`config.mk`:
```
export PLATFORM = sky130hd
export DESIGN_NAME = adc_scan_deframer_top
export DESIGN_NICKNAME = d
export VERILOG_FILES = /design/src/rtl/core/asd_pkg.sv /design/src/rtl/core/asd_mv_scale.sv /design/src/rtl/core/asd_mv_div.sv /design/src/rtl/core/asd_scan_ctrl.sv /design/src/rtl/core/adc_scan_deframer_top.sv
export VERILOG_INCLUDE_DIRS = /design/src /design/src/rtl/core
export SDC_FILE = /design/constraint.sdc
export NUM_CORES = 1
export LEC_CHECK = 0
export ABC_CLOCK_PERIOD_IN_PS = 9300
export BUFFER_PORTS_ARGS = -buffer_cell sky130_fd_sc_hd__buf_2
export CAP_MARGIN = 30
export CORE_MARGIN = 2
export CORE_UTILIZATION = 55
export DETAILED_ROUTE_END_ITERATION = 10
export MAX_ROUTING_LAYER = met4
export PLACE_DENSITY_LB_ADDON = 0.15
export SYNTH_ARGS = -nofsm -noshare
export SYNTH_HDL_FRONTEND = slang
export SYNTH_HIERARCHICAL = 1
export SYNTH_SLANG_ARGS = --single-unit
```
`constraint.sdc`:
```
create_clock -name i_clk -period 9.3 [get_ports i_clk]
set_clock_uncertainty 0.15 [all_clocks]
set_input_delay 0.465 -clock i_clk [delete_from_list [all_inputs] [get_ports i_clk]]
set_output_delay 0.465 -clock i_clk [all_outputs]
set_load 0.01 [all_outputs]
```
`src/rtl/core/adc_scan_deframer_top_defines.svh`:
```
// ----------------------------------------------------------------------------
// ADC scan deframer assertion macros
// Shared property macros for the concurrent checks at the top level.
// ----------------------------------------------------------------------------
`ifndef ADC_SCAN_DEFRAMER_TOP_DEFINES_SVH
`define ADC_SCAN_DEFRAMER_TOP_DEFINES_SVH

// The consequent must hold in the same cycle as the antecedent.
`define ASD_ASSERT_NOW(lbl, ante, cons, msg) \
    lbl: assert property (@(posedge i_clk) disable iff (!i_rst_n) (ante) |-> (cons)) \
        else $error(msg);

// The consequent must hold in the cycle after the antecedent.
`define ASD_ASSERT_NEXT(lbl, ante, cons, msg) \
    lbl: assert property (@(posedge i_clk) disable iff (!i_rst_n) (ante) |=> (cons)) \
        else $error(msg);

`endif

```
`src/rtl/core/asd_pkg.sv`:
```
// ----------------------------------------------------------------------------
// ADC scan deframer package
// Widths, codes, reset values and shared types of the scan deframer.
// ----------------------------------------------------------------------------
package asd_pkg;

    localparam int SAMPLE_BITS = 12;
    localparam int MV_W        = 12;
    localparam int CHAN_W      = 4;
    localparam int SLOT_W      = 4;
    localparam int MAP_W       = 40;
    localparam int CFG_DATA_W  = 40;
    localparam int CFG_IDX_W   = 2;
    localparam int PROD_W      = SAMPLE_BITS + MV_W;
    localparam int OUT_FIELDS  = 8;

    localparam int SLOTS_DEF       = 8;
    localparam int HW_CHANNELS_DEF = 10;

    localparam logic [PROD_W-1:0] RAW_TOP  = PROD_W'((1 << SAMPLE_BITS) - 1);
    localparam logic [PROD_W-1:0] RAW_HALF = PROD_W'(((1 << SAMPLE_BITS) - 1) / 2);

    localparam logic [SLOT_W-1:0] SLOT_UNMAPPED = '1;

    localparam logic [SLOT_W-1:0] ACTIVE_SLOTS_RST  = SLOT_W'(8);
    localparam logic [MAP_W-1:0]  SLOT_MAP_RST      = '1;
    localparam logic [MV_W-1:0]   FULL_SCALE_MV_RST = MV_W'(3100);

    typedef enum logic {
        OP_CONVERSION = 1'b0,
        OP_RESYNC     = 1'b1
    } t_op;

    typedef enum logic [CFG_IDX_W-1:0] {
        CFG_ACTIVE_SLOTS = 2'd0,
        CFG_SLOT_MAP     = 2'd1,
        CFG_FULL_SCALE   = 2'd2
    } t_cfg_idx;

    // Mapping configuration seen by the scan controller.
    typedef struct packed {
        logic [SLOT_W-1:0] active_slots;
        logic [MAP_W-1:0]  slot_map;
    } t_map_cfg;

    // A converted item entering the scan controller.
    typedef struct packed {
        logic              op;
        logic [CHAN_W-1:0] chan;
        logic [MV_W-1:0]   mv;
    } t_conv;

    // Status returned by the scan controller.
    typedef struct packed {
        logic fire;
        logic emit;
    } t_ctl_stat;

endpackage

```
`src/rtl/core/asd_mv_scale.sv`:
```
// ----------------------------------------------------------------------------
// Millivolt scaling multiplier
// Forms raw * full_scale + half the top code, the dividend of the conversion.
// ----------------------------------------------------------------------------
module asd_mv_scale import asd_pkg::*; (
    input  logic [SAMPLE_BITS-1:0] i_raw,
    input  logic [MV_W-1:0]        i_full_scale,
    output logic [PROD_W-1:0]      o_prod
);

    logic [PROD_W-1:0] prod;

    assign prod   = PROD_W'(i_raw) * PROD_W'(i_full_scale);
    assign o_prod = prod + RAW_HALF;

endmodule

```
`src/rtl/core/asd_mv_div.sv`:
```
// ----------------------------------------------------------------------------
// Divide by the top raw code
// Exact quotient of the scaled product by 2^SAMPLE_BITS - 1.
// ----------------------------------------------------------------------------
module asd_mv_div import asd_pkg::*; (
    input  logic [PROD_W-1:0] i_prod,
    output logic [MV_W-1:0]   o_mv
);

    // Since the divisor is one below a power of two, the high part is a first
    // estimate and the remainder is the low part plus that estimate. The
    // remainder stays below twice the divisor plus one, so two compares finish.
    logic [MV_W-1:0]        q_hi;
    logic [SAMPLE_BITS:0]   rem;
    logic [SAMPLE_BITS:0]   top;
    logic [SAMPLE_BITS:0]   top2;

    assign q_hi = i_prod[PROD_W-1 -: MV_W];
    assign rem  = (SAMPLE_BITS+1)'(i_prod[SAMPLE_BITS-1:0]) + (SAMPLE_BITS+1)'(q_hi);
    assign top  = RAW_TOP[SAMPLE_BITS:0];
    assign top2 = {RAW_TOP[SAMPLE_BITS-1:0], 1'b0};

    assign o_mv = q_hi + MV_W'(rem >= top) + MV_W'(rem >= top2);

endmodule

```
`src/rtl/core/asd_scan_ctrl.sv`:
```
// ----------------------------------------------------------------------------
// Scan controller
// Slot lookup, sequence check, scan store and the registered scan output.
// ----------------------------------------------------------------------------
module asd_scan_ctrl import asd_pkg::*; #(
    parameter int SLOTS       = SLOTS_DEF,
    parameter int HW_CHANNELS = HW_CHANNELS_DEF
) (
    input  logic            i_clk,
    input  logic            i_rst_n,
    input  t_map_cfg        i_cfg,
    input  logic            i_valid,
    input  t_conv           i_item,
    input  logic            i_out_stall,
    output logic            o_out_valid,
    output logic [MV_W-1:0] o_mv [OUT_FIELDS],
    output t_ctl_stat       o_stat
);

    localparam int SIW       = (SLOTS > 1) ? $clog2(SLOTS) : 1;
    localparam int MAP_EXT_W = SLOT_W << CHAN_W;
    localparam logic [SLOT_W:0] SLOTS_C = (SLOT_W+1)'(SLOTS);
    localparam logic [CHAN_W:0] HWC_C   = (CHAN_W+1)'(HW_CHANNELS);

    logic [SLOT_W-1:0]    r_exp;
    logic [MV_W-1:0]      r_store [SLOTS];
    logic                 r_out_valid;
    logic [MV_W-1:0]      r_mv [OUT_FIELDS];

    logic [SLOT_W-1:0]    n_exp;
    logic [MV_W-1:0]      n_store [SLOTS];
    logic [MV_W-1:0]      n_mv [OUT_FIELDS];

    logic [SLOT_W-1:0]    act;
    logic [MAP_EXT_W-1:0] map_ext;
    logic [SLOT_W-1:0]    entry;
    logic [SLOT_W-1:0]    entry_inc;
    logic                 keep;
    logic                 emit;
    logic                 fire;

    assign act = ({1'b0, i_cfg.active_slots} > SLOTS_C) ? SLOTS_C[SLOT_W-1:0]
                                                        : i_cfg.active_slots;

    // Channels past the table read zero bits and so land on slot zero.
    assign map_ext = {(MAP_EXT_W - MAP_W)'(0), i_cfg.slot_map};
    assign entry   = map_ext[i_item.chan * SLOT_W +: SLOT_W];

    // An out-of-order slot is kept only when it is slot zero, which restarts
    // the scan; in both kept cases the next expected slot follows the entry, or is zero after a full scan.
    assign keep = (i_item.op == OP_CONVERSION) && ({1'b0, i_item.chan} < HWC_C)
               && (entry != SLOT_UNMAPPED) && (entry < act)
               && ((entry == r_exp) || (entry == '0));
    assign entry_inc = entry + SLOT_W'(1);
    assign emit      = keep && (entry_inc == act);
    assign fire      = i_valid && (!emit || !r_out_valid || !i_out_stall);
    assign n_exp     = (keep && !emit) ? entry_inc : '0;

    always_comb begin
        n_store = r_store;
        if (keep) begin
            n_store[entry[SIW-1:0]] = i_item.mv;
        end
    end

    for (genvar k = 0; k < OUT_FIELDS; k++) begin : g_out
        if (k < SLOTS) begin : g_live
            assign n_mv[k] = n_store[k];
        end else begin : g_none
            assign n_mv[k] = '0;
        end
    end

    always_ff @(posedge i_clk) begin
        if (!i_rst_n) begin
            r_exp       <= '0;
            r_out_valid <= 1'b0;
            for (int s = 0; s < SLOTS; s++) begin
                r_store[s] <= '0;
            end
        end else begin
            if (fire) begin
                r_exp   <= n_exp;
                r_store <= n_store;
            end
            if (fire && emit) begin
                r_out_valid <= 1'b1;
            end else if (!i_out_stall) begin
                r_out_valid <= 1'b0;
            end
        end
    end

    always_ff @(posedge i_clk) begin
        if (fire && emit) begin
            r_mv <= n_mv;
        end
    end

    assign o_out_valid = r_out_valid;
    assign o_mv        = r_mv;
    assign o_stat.fire = fire;
    assign o_stat.emit = emit;

endmodule

```
`src/rtl/core/adc_scan_deframer_top.sv`:
```
// ----------------------------------------------------------------------------
// ADC scan deframer
// Rebuilds complete scans of rounded millivolts from a tagged ADC stream.
// ----------------------------------------------------------------------------
//  channel | direction | handshake               | payload
//  in      | input     | i_in_valid / o_in_stall | i_op, i_adc_channel, i_raw_code
//  out     | output    | o_out_valid / i_out_stall | o_mv_slot0 .. o_mv_slot7
//  cfg     | input     | i_cfg_we                | i_cfg_idx, i_cfg_data
//
// One conversion is accepted per clock while the input is not stalled. An item
// passes an input register, a register after the scaling multiplier and the
// scan controller, whose output register presents a scan once its last
// conversion has passed both. Reset is synchronous; no clearing pass is needed.
// While a result waits at the output, items that complete no scan keep flowing,
// and input stalls only once both pipeline registers are full behind it.
module adc_scan_deframer_top import asd_pkg::*; #(
    parameter int SLOTS       = SLOTS_DEF,
    parameter int HW_CHANNELS = HW_CHANNELS_DEF
) (
    input  logic                   i_clk,
    input  logic                   i_rst_n,
    input  logic                   i_in_valid,
    output logic                   o_in_stall,
    input  logic                   i_op,
    input  logic [CHAN_W-1:0]      i_adc_channel,
    input  logic [SAMPLE_BITS-1:0] i_raw_code,
    output logic                   o_out_valid,
    input  logic                   i_out_stall,
    output logic [MV_W-1:0]        o_mv_slot0,
    output logic [MV_W-1:0]        o_mv_slot1,
    output logic [MV_W-1:0]        o_mv_slot2,
    output logic [MV_W-1:0]        o_mv_slot3,
    output logic [MV_W-1:0]        o_mv_slot4,
    output logic [MV_W-1:0]        o_mv_slot5,
    output logic [MV_W-1:0]        o_mv_slot6,
    output logic [MV_W-1:0]        o_mv_slot7,
    input  logic                   i_cfg_we,
    input  logic [CFG_IDX_W-1:0]   i_cfg_idx,
    input  logic [CFG_DATA_W-1:0]  i_cfg_data
);

`include "adc_scan_deframer_top_defines.svh"

    logic [SLOT_W-1:0]      r_active_slots;
    logic [MAP_W-1:0]       r_slot_map;
    logic [MV_W-1:0]        r_full_scale;

    logic                   r1_valid;
    logic                   r1_op;
    logic [CHAN_W-1:0]      r1_chan;
    logic [SAMPLE_BITS-1:0] r1_raw;

    logic                   r2_valid;
    logic                   r2_op;
    logic [CHAN_W-1:0]      r2_chan;
    logic [PROD_W-1:0]      r2_prod;

    logic [PROD_W-1:0]      prod;
    logic [MV_W-1:0]        mv;
    t_conv                  item;
    t_map_cfg               map_cfg;
    t_ctl_stat              stat;
    logic [MV_W-1:0]        mv_out [OUT_FIELDS];
    logic                   adv2;

    always_ff @(posedge i_clk) begin
        if (!i_rst_n) begin
            r_active_slots <= ACTIVE_SLOTS_RST;
            r_slot_map     <= SLOT_MAP_RST;
            r_full_scale   <= FULL_SCALE_MV_RST;
        end else if (i_cfg_we) begin
            case (t_cfg_idx'(i_cfg_idx))
                CFG_ACTIVE_SLOTS: r_active_slots <= i_cfg_data[SLOT_W-1:0];
                CFG_SLOT_MAP:     r_slot_map     <= i_cfg_data[MAP_W-1:0];
                CFG_FULL_SCALE:   r_full_scale   <= i_cfg_data[MV_W-1:0];
                default: ;
            endcase
        end
    end

    // The second register moves when it is empty or its item is taken.
    assign adv2       = !r2_valid || stat.fire;
    assign o_in_stall = r1_valid && !adv2;

    always_ff @(posedge i_clk) begin
        if (!i_rst_n) begin
            r1_valid <= 1'b0;
            r2_valid <= 1'b0;
        end else begin
            if (!o_in_stall) begin
                r1_valid <= i_in_valid;
            end
            if (adv2) begin
                r2_valid <= r1_valid;
            end
        end
    end

    always_ff @(posedge i_clk) begin
        if (!o_in_stall) begin
            r1_op   <= i_op;
            r1_chan <= i_adc_channel;
            r1_raw  <= i_raw_code;
        end
        if (adv2) begin
            r2_op   <= r1_op;
            r2_chan <= r1_chan;
            r2_prod <= prod;
        end
    end

    asd_mv_scale u_scale (
        .i_raw        (r1_raw),
        .i_full_scale (r_full_scale),
        .o_prod       (prod)
    );

    asd_mv_div u_div (
        .i_prod (r2_prod),
        .o_mv   (mv)
    );

    assign item.op              = r2_op;
    assign item.chan            = r2_chan;
    assign item.mv              = mv;
    assign map_cfg.active_slots = r_active_slots;
    assign map_cfg.slot_map     = r_slot_map;

    asd_scan_ctrl #(
        .SLOTS       (SLOTS),
        .HW_CHANNELS (HW_CHANNELS)
    ) u_ctrl (
        .i_clk       (i_clk),
        .i_rst_n     (i_rst_n),
        .i_cfg       (map_cfg),
        .i_valid     (r2_valid),
        .i_item      (item),
        .i_out_stall (i_out_stall),
        .o_out_valid (o_out_valid),
        .o_mv        (mv_out),
        .o_stat      (stat)
    );

    assign o_mv_slot0 = mv_out[0];
    assign o_mv_slot1 = mv_out[1];
    assign o_mv_slot2 = mv_out[2];
    assign o_mv_slot3 = mv_out[3];
    assign o_mv_slot4 = mv_out[4];
    assign o_mv_slot5 = mv_out[5];
    assign o_mv_slot6 = mv_out[6];
    assign o_mv_slot7 = mv_out[7];

    // A held item in the controller is only ever blocked by a stalled result.
    `ASD_ASSERT_NOW(a_ctrl_block, r2_valid && !stat.fire, o_out_valid && i_out_stall, "controller blocked without a stalled result")
    // A completed scan is presented on the following cycle.
    `ASD_ASSERT_NEXT(a_emit_shown, stat.fire && stat.emit, o_out_valid, "completed scan not presented")
    // Input stalls only when both pipeline registers are occupied.
    `ASD_ASSERT_NOW(a_stall_full, o_in_stall, r1_valid && r2_valid, "input stalled with room in the pipeline")

endmodule

```
# [After elaboration in Yosys (flattened, before gate mapping)]
# Index checks and enable logic that the tools add are counted.
[word_totals] reg_bits=301 input_bits=64 output_inout_bits=98
[classes] addsub=5 multipliers=1 magnitude_cmp=7 n_eq_ne=6 shifts=1 mux=8 n_bitwise=2 reduce_logical=24
[ops] cell="bitwise mux 96 bit" count=1
[ops] cell="two-way mux 96 bit" count=1
[ops] cell="variable part select 64 x 7 -> 4 bit" count=1
[ops] cell="demux 12 bit (select 3 bit)" count=1
[ops] cell="adder 12 x 1 -> 12 bit" count=2
[ops] cell="adder 24 x 11 -> 24 bit, second input constant" count=1
[ops] cell="multiplier 12 x 12 -> 24 bit" count=1
[ops] cell="adder 12 x 12 -> 13 bit" count=1
[ops] cell="greater-or-equal comparator 13 x 12 -> 1 bit, second input constant" count=1
[ops] cell="greater-or-equal comparator 13 bit, second input constant" count=1
[ops] cell="two-way mux 12 bit" count=1
[ops] cell="logical AND 1 bit" count=10
[ops] cell="equality test 4 bit" count=2
[ops] cell="two-way mux 4 bit" count=2
[ops] cell="AND reduction 2 bit" count=3
[ops] cell="zero test 1 bit" count=5
[ops] cell="adder 4 x 1 -> 4 bit, second input constant" count=1
[ops] cell="greater-or-equal comparator 4 bit, second input constant" count=1
[ops] cell="> comparator 4 bit, second input constant" count=1
[ops] cell="zero test 4 bit" count=1
[ops] cell="logical OR 1 bit" count=4
[ops] cell="less-than comparator 4 x 1 -> 1 bit, second input constant" count=1
[ops] cell="less-than comparator 4 bit" count=1
[ops] cell="less-than comparator 4 bit, second input constant" count=1
[ops] cell="other kinds (8)" count=9

# [Depth between registers and ports, before layout]
# Gate-level depths: netlist of run 1.
[depth] word_depth=13 ltp_mapped=20 mapped_depth_nobuf=18

# [Cells and area by module]
# The synthesis of run 1 kept the hierarchy.
[modules_own_cells] mod="asd_scan_ctrl" instances=1 cells_each=671 area_per_inst_um2=8817.2 seq_area_each_um2=4904.7
[modules_own_cells] mod="asd_mv_scale" instances=1 cells_each=623 area_per_inst_um2=5255.0 seq_area_each_um2=0.0
[modules_own_cells] mod="adc_scan_deframer_top" instances=1 cells_each=300 area_per_inst_um2=3873.7 seq_area_each_um2=2542.4
[modules_own_cells] mod="asd_mv_div" instances=1 cells_each=102 area_per_inst_um2=779.5 seq_area_each_um2=0.0

# [Worst setup path after synthesis of run 1]
# Ideal clock, no wire load.
[synth_timing] path_kind="register -> register" from="register r2_chan[0]" to="register u_ctrl.r_mv, in the netlist u_ctrl/o_mv[0], enable pin" setup_ps=582 t_arrival_ps=8004 required_ps=8568 path_slack_ps=564 path_stages_with_launch=18 period_less_slack_ps=8736 path_cell_list="edfxtp_1 -> buf_6 -> buf_8 -> mux2i_1 -> a22o_1 -> o31a_1 -> inv_1 -> ha_1 -> nor2b_1 -> o211ai_1 -> nand3_1 -> nor4_1 -> nand2_1 -> o32a_1 -> buf_6 -> nor2_1 -> nand2_1 -> a21oi_1"
[synth_via] elab_chain_len=11 elab_cells_between_ends=19 classes_between="1 x add/sub; 2 x order compare; 3 x eq/ne; 1 x shift; 12 x reduce/logical"
[synth_rtl] item="start: declaration" line_no="adc_scan_deframer_top.sv:55" rtl="logic [CHAN_W-1:0] r2_chan;"
[synth_rtl] item="start signal: assignment" line_no="adc_scan_deframer_top.sv:107" rtl="r2_chan <= r1_chan;"
[synth_rtl] item="parallel branches: the longest is 5 deep, another holds adder 4 x 1 -> 4 bit"
[synth_rtl] item="logical AND 1 bit (*)" line_no="asd_scan_ctrl.sv:55" rtl="assign emit = keep && (entry_inc == act);"
[synth_rtl] item="via u_ctrl.emit" line_no="asd_scan_ctrl.sv:39" rtl="logic emit;"
[synth_rtl] item="zero test 1 bit" line_no="asd_scan_ctrl.sv:56" rtl="assign fire = i_valid && (!emit || !r_out_valid || !i_out_stall);"
[synth_rtl] item="logical OR 1 bit (2 in series)" line_no="asd_scan_ctrl.sv:56"
[synth_rtl] item="logical AND 1 bit" line_no="asd_scan_ctrl.sv:56"
[synth_rtl] item="logical AND 1 bit (*)" line_no="asd_scan_ctrl.sv:95" rtl="if (fire && emit) begin"
[synth_rtl] item="end signal: assignment" line_no="asd_scan_ctrl.sv:96" rtl="r_mv <= n_mv;"
[synth_rtl] item="end: declaration" line_no="asd_scan_ctrl.sv:28" rtl="logic [MV_W-1:0] r_mv [OUT_FIELDS];"
# Mark *: on every way through the listed nets, which the timed path passes.
# A chain may end at the register's enable or synchronous reset.

==> results of run 1 <==
==> power breakdown <==
| group | total (mW) | internal, mW | switching, mW |
|---|---|---|---|
| Sequential | 1.60 | 1.53 | 0.0779 |
| Clock | 1.21 | 0.715 | 0.495 |
| Combinational | 2.31 | 0.923 | 1.38 |
==> final timing paths <==
| check | start | to | slack, ns | cells after the start |
|---|---|---|---|---|
| max | r2_chan[0]$_DFFE_PP_ | o_in_stall | 3.30 | 16 |
| min | i_cfg_data[6] | r_full_scale[6]$_SDFFE_PN0P_ | 0.03 | 3 |
| max reg2reg | r2_chan[0]$_DFFE_PP_ | u_ctrl/o_mv[22]$_DFFE_PP_ | 3.49 | 17 |
| min reg2reg | r1_chan[0]$_DFFE_PN_ | r2_chan[0]$_DFFE_PP_ | 0.29 | 0 |
==> worst register-to-register path, cell delays in order (launching register included) <==
cell      delay, ns
edfxtp_1       0.59
buf_16         0.22
mux2_2         0.35
nand3_1        0.11
o31a_1         0.33
inv_1          0.23
ha_1           0.32
nor2b_1        0.13
o211ai_1       0.15
nand3_1        0.12
nor4_1         0.42
nand2_1        0.10
o32a_1         0.58
nor2_1         0.18
nand2_1        0.11
a21oi_4        0.15
buf_4          0.48
buf_4          0.68
==> cell usage in the layout, fill, tap and decap left out, types with 4 or more instances in the layout <==
| cell type | n |
|---|---|
| edfxtp_1 | 142 |
| o211ai_2 | 4 |
| a21oi_2 | 7 |
| nand2_1 | 195 |
| o21ai_0 | 7 |
| fa_1 | 111 |
| dlygate4sd3_1 | 17 |
| inv_1 | 204 |
| clkbuf_1 | 10 |
| a21o_1 | 9 |
| ha_1 | 82 |
| a22oi_1 | 7 |
| nand4b_1 | 35 |
| o21ai_1 | 7 |
| clkinv_2 | 6 |
| nand3_2 | 4 |
| mux2i_1 | 136 |
| nor3_1 | 6 |
| nand3_1 | 18 |
| xnor2_1 | 26 |
| xor2_1 | 15 |
| nor2b_1 | 62 |
| and2_1 | 69 |
| a211oi_1 | 5 |
| and3_1 | 10 |
| or3_1 | 4 |
| buf_4 | 23 |
| mux2_4 | 11 |
| o21a_1 | 7 |
| a21oi_1 | 23 |
| o211ai_1 | 37 |
| buf_2 | 160 |
| mux2_2 | 86 |
| nor2_1 | 16 |
| clkbuf_16 | 31 |
| dfxtp_1 | 159 |
==> sequential cells by signal (all words and copies together) (netlist names) <==
| name | flops |
|---|---|
| r1_chan | 4 |
| r1_op | 1 |
| r1_raw | 12 |
| r1_valid | 1 |
| r2_chan | 4 |
| r2_op | 1 |
| r2_prod | 24 |
| r2_valid | 1 |
| r_active_slots | 4 |
| r_full_scale | 12 |
| r_slot_map | 40 |
| u_ctrl/o_mv | 96 |
| u_ctrl/o_out_valid | 1 |
| u_ctrl/r_exp | 4 |
| u_ctrl/r_store | 96 |
==> area by class of cell <==
cell class	instances	area share
Sequential cell	301	0.355
Multi-Input combinational cell	1085	0.475
Inverter	205	0.0367
Timing Repair Buffer	204	0.0590
Tap cell	448	0.0267
Clock inverter	13	0.00793
Clock buffer	43	0.0401
==> per-layer routing <==
metal  GRT usage  vias to the layer above  wire (um)
met2       0.359                      285      17800
li1            -                     6003          -
met5           -                        -          0
met3      0.0199                       57       1530
met1       0.326                     5900      18800
met4      0.0544                        0        824
==> metrics.cfg, run 1 <==
[run_status]
status=complete, no violations

[floorplanning]
rows=67
ios=162
die_w_um=188
die_h_um=188
core_um2=33500
dieArea_um2=35500
start_util=0.558

[yosys]
synth_fp_nets=1952
syn_area_um2=18700
ys.warnings.count=6
syn_inst=1695
avgSynthCellArea_um2=11.0

[routing]
wl_mm=39.0
via_per_inst=5.33
post-route-drc-count=0
via_count=12200
wire_per_inst_um=17.0
drtIter0Drc=664
ant_nets=0
first_pass_iters=5

[worst_setup_path]
crit_buf_inv=4
crit_family=compound AO/OA/AOI/OAI gates
cp_slowest_cell=edfxtp_1
arrival_ns=5.39
path_cells=buf_16 -> mux2_2 -> nand3_1 -> o31a_1 -> inv_1 -> ha_1 -> nor2b_1 -> o211ai_1 -> nand3_1 -> nor4_1 -> nand2_1 -> o32a_1 -> o31ai_4 -> inv_1 -> and3b_1 -> buf_2
required_ns=8.69
critPathKind=reg2out
crit_path_max_fanout=15
slowest_delay_ns=0.59
end_kind=output pin
start_kind=flop

[placed_design]
io_buffer_count=161
hpwlAfterDp_mm=28.3
dp.cells=2223
placed_area_um2=19700
place_congestion=0.904
pre_cts_ws_ns=3.20

[cells_and_area]
seqCellArea_um2=7450
multi_input_area_um2=9950
diodes=0
area_delta_synth_final_pct=12.1
fin_cells=2299
drive_above_1_share=0.203
nets=2084
fin_area_um2=21000
n_fill_cell=2729
final_util=0.626

[clock_tree]
cts_setup_buffers=0
cts_resized=0
cts_root_buf=clkbuf_16
cts_buffers=30
clkTransAtPathRegs_ns=0.06
cts_tree=done
cts_htree_levels=1
cts.sinks=301
cts_buffer_depth=3
holdBufCountCts=17
clk_latency_ns=0.57

[global_route]
grt.overflow.total=0
grt_max_degree=110
antenna_found_initial=0
grt_pass1_vias=12400
grt_first_pass_wirelength_mm=64.7
grt_usage=0.229

[sta]
finalMaxSlewViolations=0
hold_violations=0
hold_slack_ns=0.0295
relSlewSlack=0.380
timing.final.crit_share=0.645
fmax_mhz=167
fin_tns_setup_ns=0
fin_crit_ns=6.00
setup_viol=0
grt_setup_unrepaired=no
timing.final.ws_setup_ns=3.30
worst_slew_pin_slew_ns=0.923

[flow_run]
maxCapViolCount=0

[power_and_ir_drop]
p_leak_nw=9.35
power.total_mw=5.12
ir_drop_mv=0.192
p_per_area_nw_per_um2=244

[worst_hold_path]
hold_path.class=in2reg

Power figures use the tool's default switching activity.
==> run 2, diff against run 1 <==
ABC_AREA = 1   (was unset)
ABC_CLOCK_PERIOD_IN_PS = 5800   (was 9300)
CORE_UTILIZATION = 62   (was 55)
clock period = 5.8 ns   (was 9.3 ns; I/O delays follow)
==> metrics.cfg, run 2 <==
[run_status]
status=complete, no violations

[sta]
relSlewSlack=0.348  ; -0.0319
finalMaxSlewViolations=0  ; unchanged
hold_slack_ns=0.0254  ; -0.00416 ns
fmax_mhz=193
grt_setup_unrepaired=no
timing.final.ws_setup_ns=0.614  ; -2.68 ns
hold_violations=0  ; unchanged
worst_slew_pin_slew_ns=0.978  ; +0.0548 ns
timing.final.crit_share=0.894
fin_tns_setup_ns=0  ; unchanged
fin_crit_ns=5.19
setup_viol=0  ; unchanged

[placed_design]
hpwlAfterDp_mm=37.0  ; +31%
place_congestion=0.877  ; -3.0%
io_buffer_count=161  ; unchanged
dp.cells=3338  ; +50%
pre_cts_ws_ns=0.644  ; -2.55 ns

[clock_tree]
cts_htree_levels=2  ; +1
cts.sinks=301  ; unchanged
cts_setup_buffers=0  ; unchanged
clkTransAtPathRegs_ns=0.06  ; about the same
cts_resized=0  ; unchanged
cts_buffers=35  ; +17%
cts_root_buf=clkbuf_16
clk_latency_ns=0.55  ; -0.02 ns
cts_buffer_depth=3  ; unchanged
holdBufCountCts=59  ; +42
cts_tree=done

[routing]
ant_nets=0  ; unchanged
post-route-drc-count=0  ; unchanged
via_count=18900  ; +54%
first_pass_iters=7  ; +2
drtIter0Drc=1636  ; +150%
via_per_inst=5.46  ; +2.5%
wire_per_inst_um=16.4  ; -3.3%
wl_mm=56.8  ; +45%

[power_and_ir_drop]
ir_drop_mv=0.270  ; +41%
power.total_mw=10.1  ; +97%
p_per_area_nw_per_um2=419  ; +72%
p_leak_nw=11.8  ; +26%

[worst_setup_path]
rr_startpoint=r_full_scale[11]$_SDFFE_PN1P_
endpoint=r2_prod[16]$_DFFE_PP_
end_kind=flop
crit_buf_inv=4  ; unchanged
cp.depth=18  ; +2
r2r_setup_slack_ns=0.61  ; -2.88 ns
arrival_ns=5.33  ; -0.06 ns
slowest_delay_ns=0.66  ; +0.07 ns
critPathLaunch=r_full_scale[11]$_SDFFE_PN1P_
start_kind=flop
rr_worst_depth=18  ; +1
critPathKind=reg2reg
required_ns=5.94  ; -2.75 ns
cp_slowest_cell=dfxtp_1
path_cells=nand2_1 -> fa_1 -> fa_1 -> inv_1 -> fa_1 -> fa_1 -> inv_1 -> fa_1 -> inv_1 -> ha_1 -> nand2_1 -> inv_1 -> a21oi_1 -> nor2_1 -> nor2_1 -> nand2_1 -> nand2_1 -> nand2_1
crit_path_max_fanout=13  ; -2
rr_endpoint=r2_prod[16]$_DFFE_PP_
crit_family=adder cells

[yosys]
ys.warnings.count=6  ; unchanged
syn_inst=2857  ; +69%
avgSynthCellArea_um2=7.54  ; -32%
synth_fp_nets=3114  ; +60%
syn_area_um2=21600  ; +15%

[cells_and_area]
area_delta_synth_final_pct=11.5
drive_above_1_share=0.136  ; -0.0670
fin_cells=3459  ; +50%
final_common_cell=nand2_1
diodes=0  ; unchanged
nets=3236  ; +55%
final_cell_mix=nand2_1, inv_1, nand3_1

[global_route]
grt_first_pass_wirelength_mm=91.8  ; +42%
grt_pass1_vias=18100  ; +46%
grt_max_degree=195  ; +77%
antenna_found_initial=0  ; unchanged
grt_usage=0.326  ; +0.0969
grt.overflow.total=0  ; unchanged

[floorplanning]
core_um2=34400  ; +2.5%
start_util=0.627  ; +0.0688
dieArea_um2=36300  ; +2.1%
die_w_um=190  ; +1.0%
rows=68  ; +1.5%
die_h_um=190  ; +1.0%
ios=162  ; unchanged

[worst_hold_path]
hold_path.class=in2reg

[flow_run]
maxCapViolCount=0  ; unchanged

-- run 2: final cells by class --
type	instances	area, um2
inverter	481	1810
multi-input combinational	1918	11400
tap	455	569
clock inverter	16	125
timing repair buffer	242	1670
sequential	301	7450
fill	2757	10300
clock buffer	46	947
-- run 2: stage by stage --
step	utilization	cell area [um2]
after floorplan	-	21600
after global placement	0.647	22200
after detailed placement	0.651	22400
after CTS	0.699	24000
after global routing	0.699	24000
final	0.699	24000
-- run 2: worst min path at each step --
stage,from,to,slack [ns],cells past startpoint
5_1_grt,i_cfg_idx[1],r_full_scale[11]$_SDFFE_PN1P_,0.04,3
4_1_cts,i_cfg_idx[1],r_full_scale[11]$_SDFFE_PN1P_,0.007,3
3_3_place_gp,r1_op$_DFFE_PN_,r2_op$_DFFE_PP_,0.25,0
6_report,i_cfg_idx[1],r_full_scale[11]$_SDFFE_PN1P_,0.03,3
3_5_place_dp,r1_chan[1]$_DFFE_PN_,r2_chan[1]$_DFFE_PP_,0.25,0
2_1_floorplan,i_adc_channel[0],r1_chan[0]$_DFFE_PN_,0.24,0
-- run 2: where the power goes --
| part | switching [mW] | internal, mW | total, mW |
|---|---|---|---|
| logic | 3.46 | 1.75 | 5.21 |
| registers | 0.182 | 2.54 | 2.73 |
| clock network | 0.922 | 1.20 | 2.13 |
| total | 4.57 | 5.50 | 10.1 |
-- run 2: per-layer routing --
layer	up-vias	global-route usage	routed length [um]
met1	8845	0.417	23500
met5	-	-	0
met2	760	0.537	27700
met4	0	0.112	1550
li1	9172	-	-
met3	109	0.0427	4030
-- run 2: worst min-delay path, cell delays in order --
cell	delay, ns
buf_2	0.18
nand4_1	0.13
nand3_1	0.07
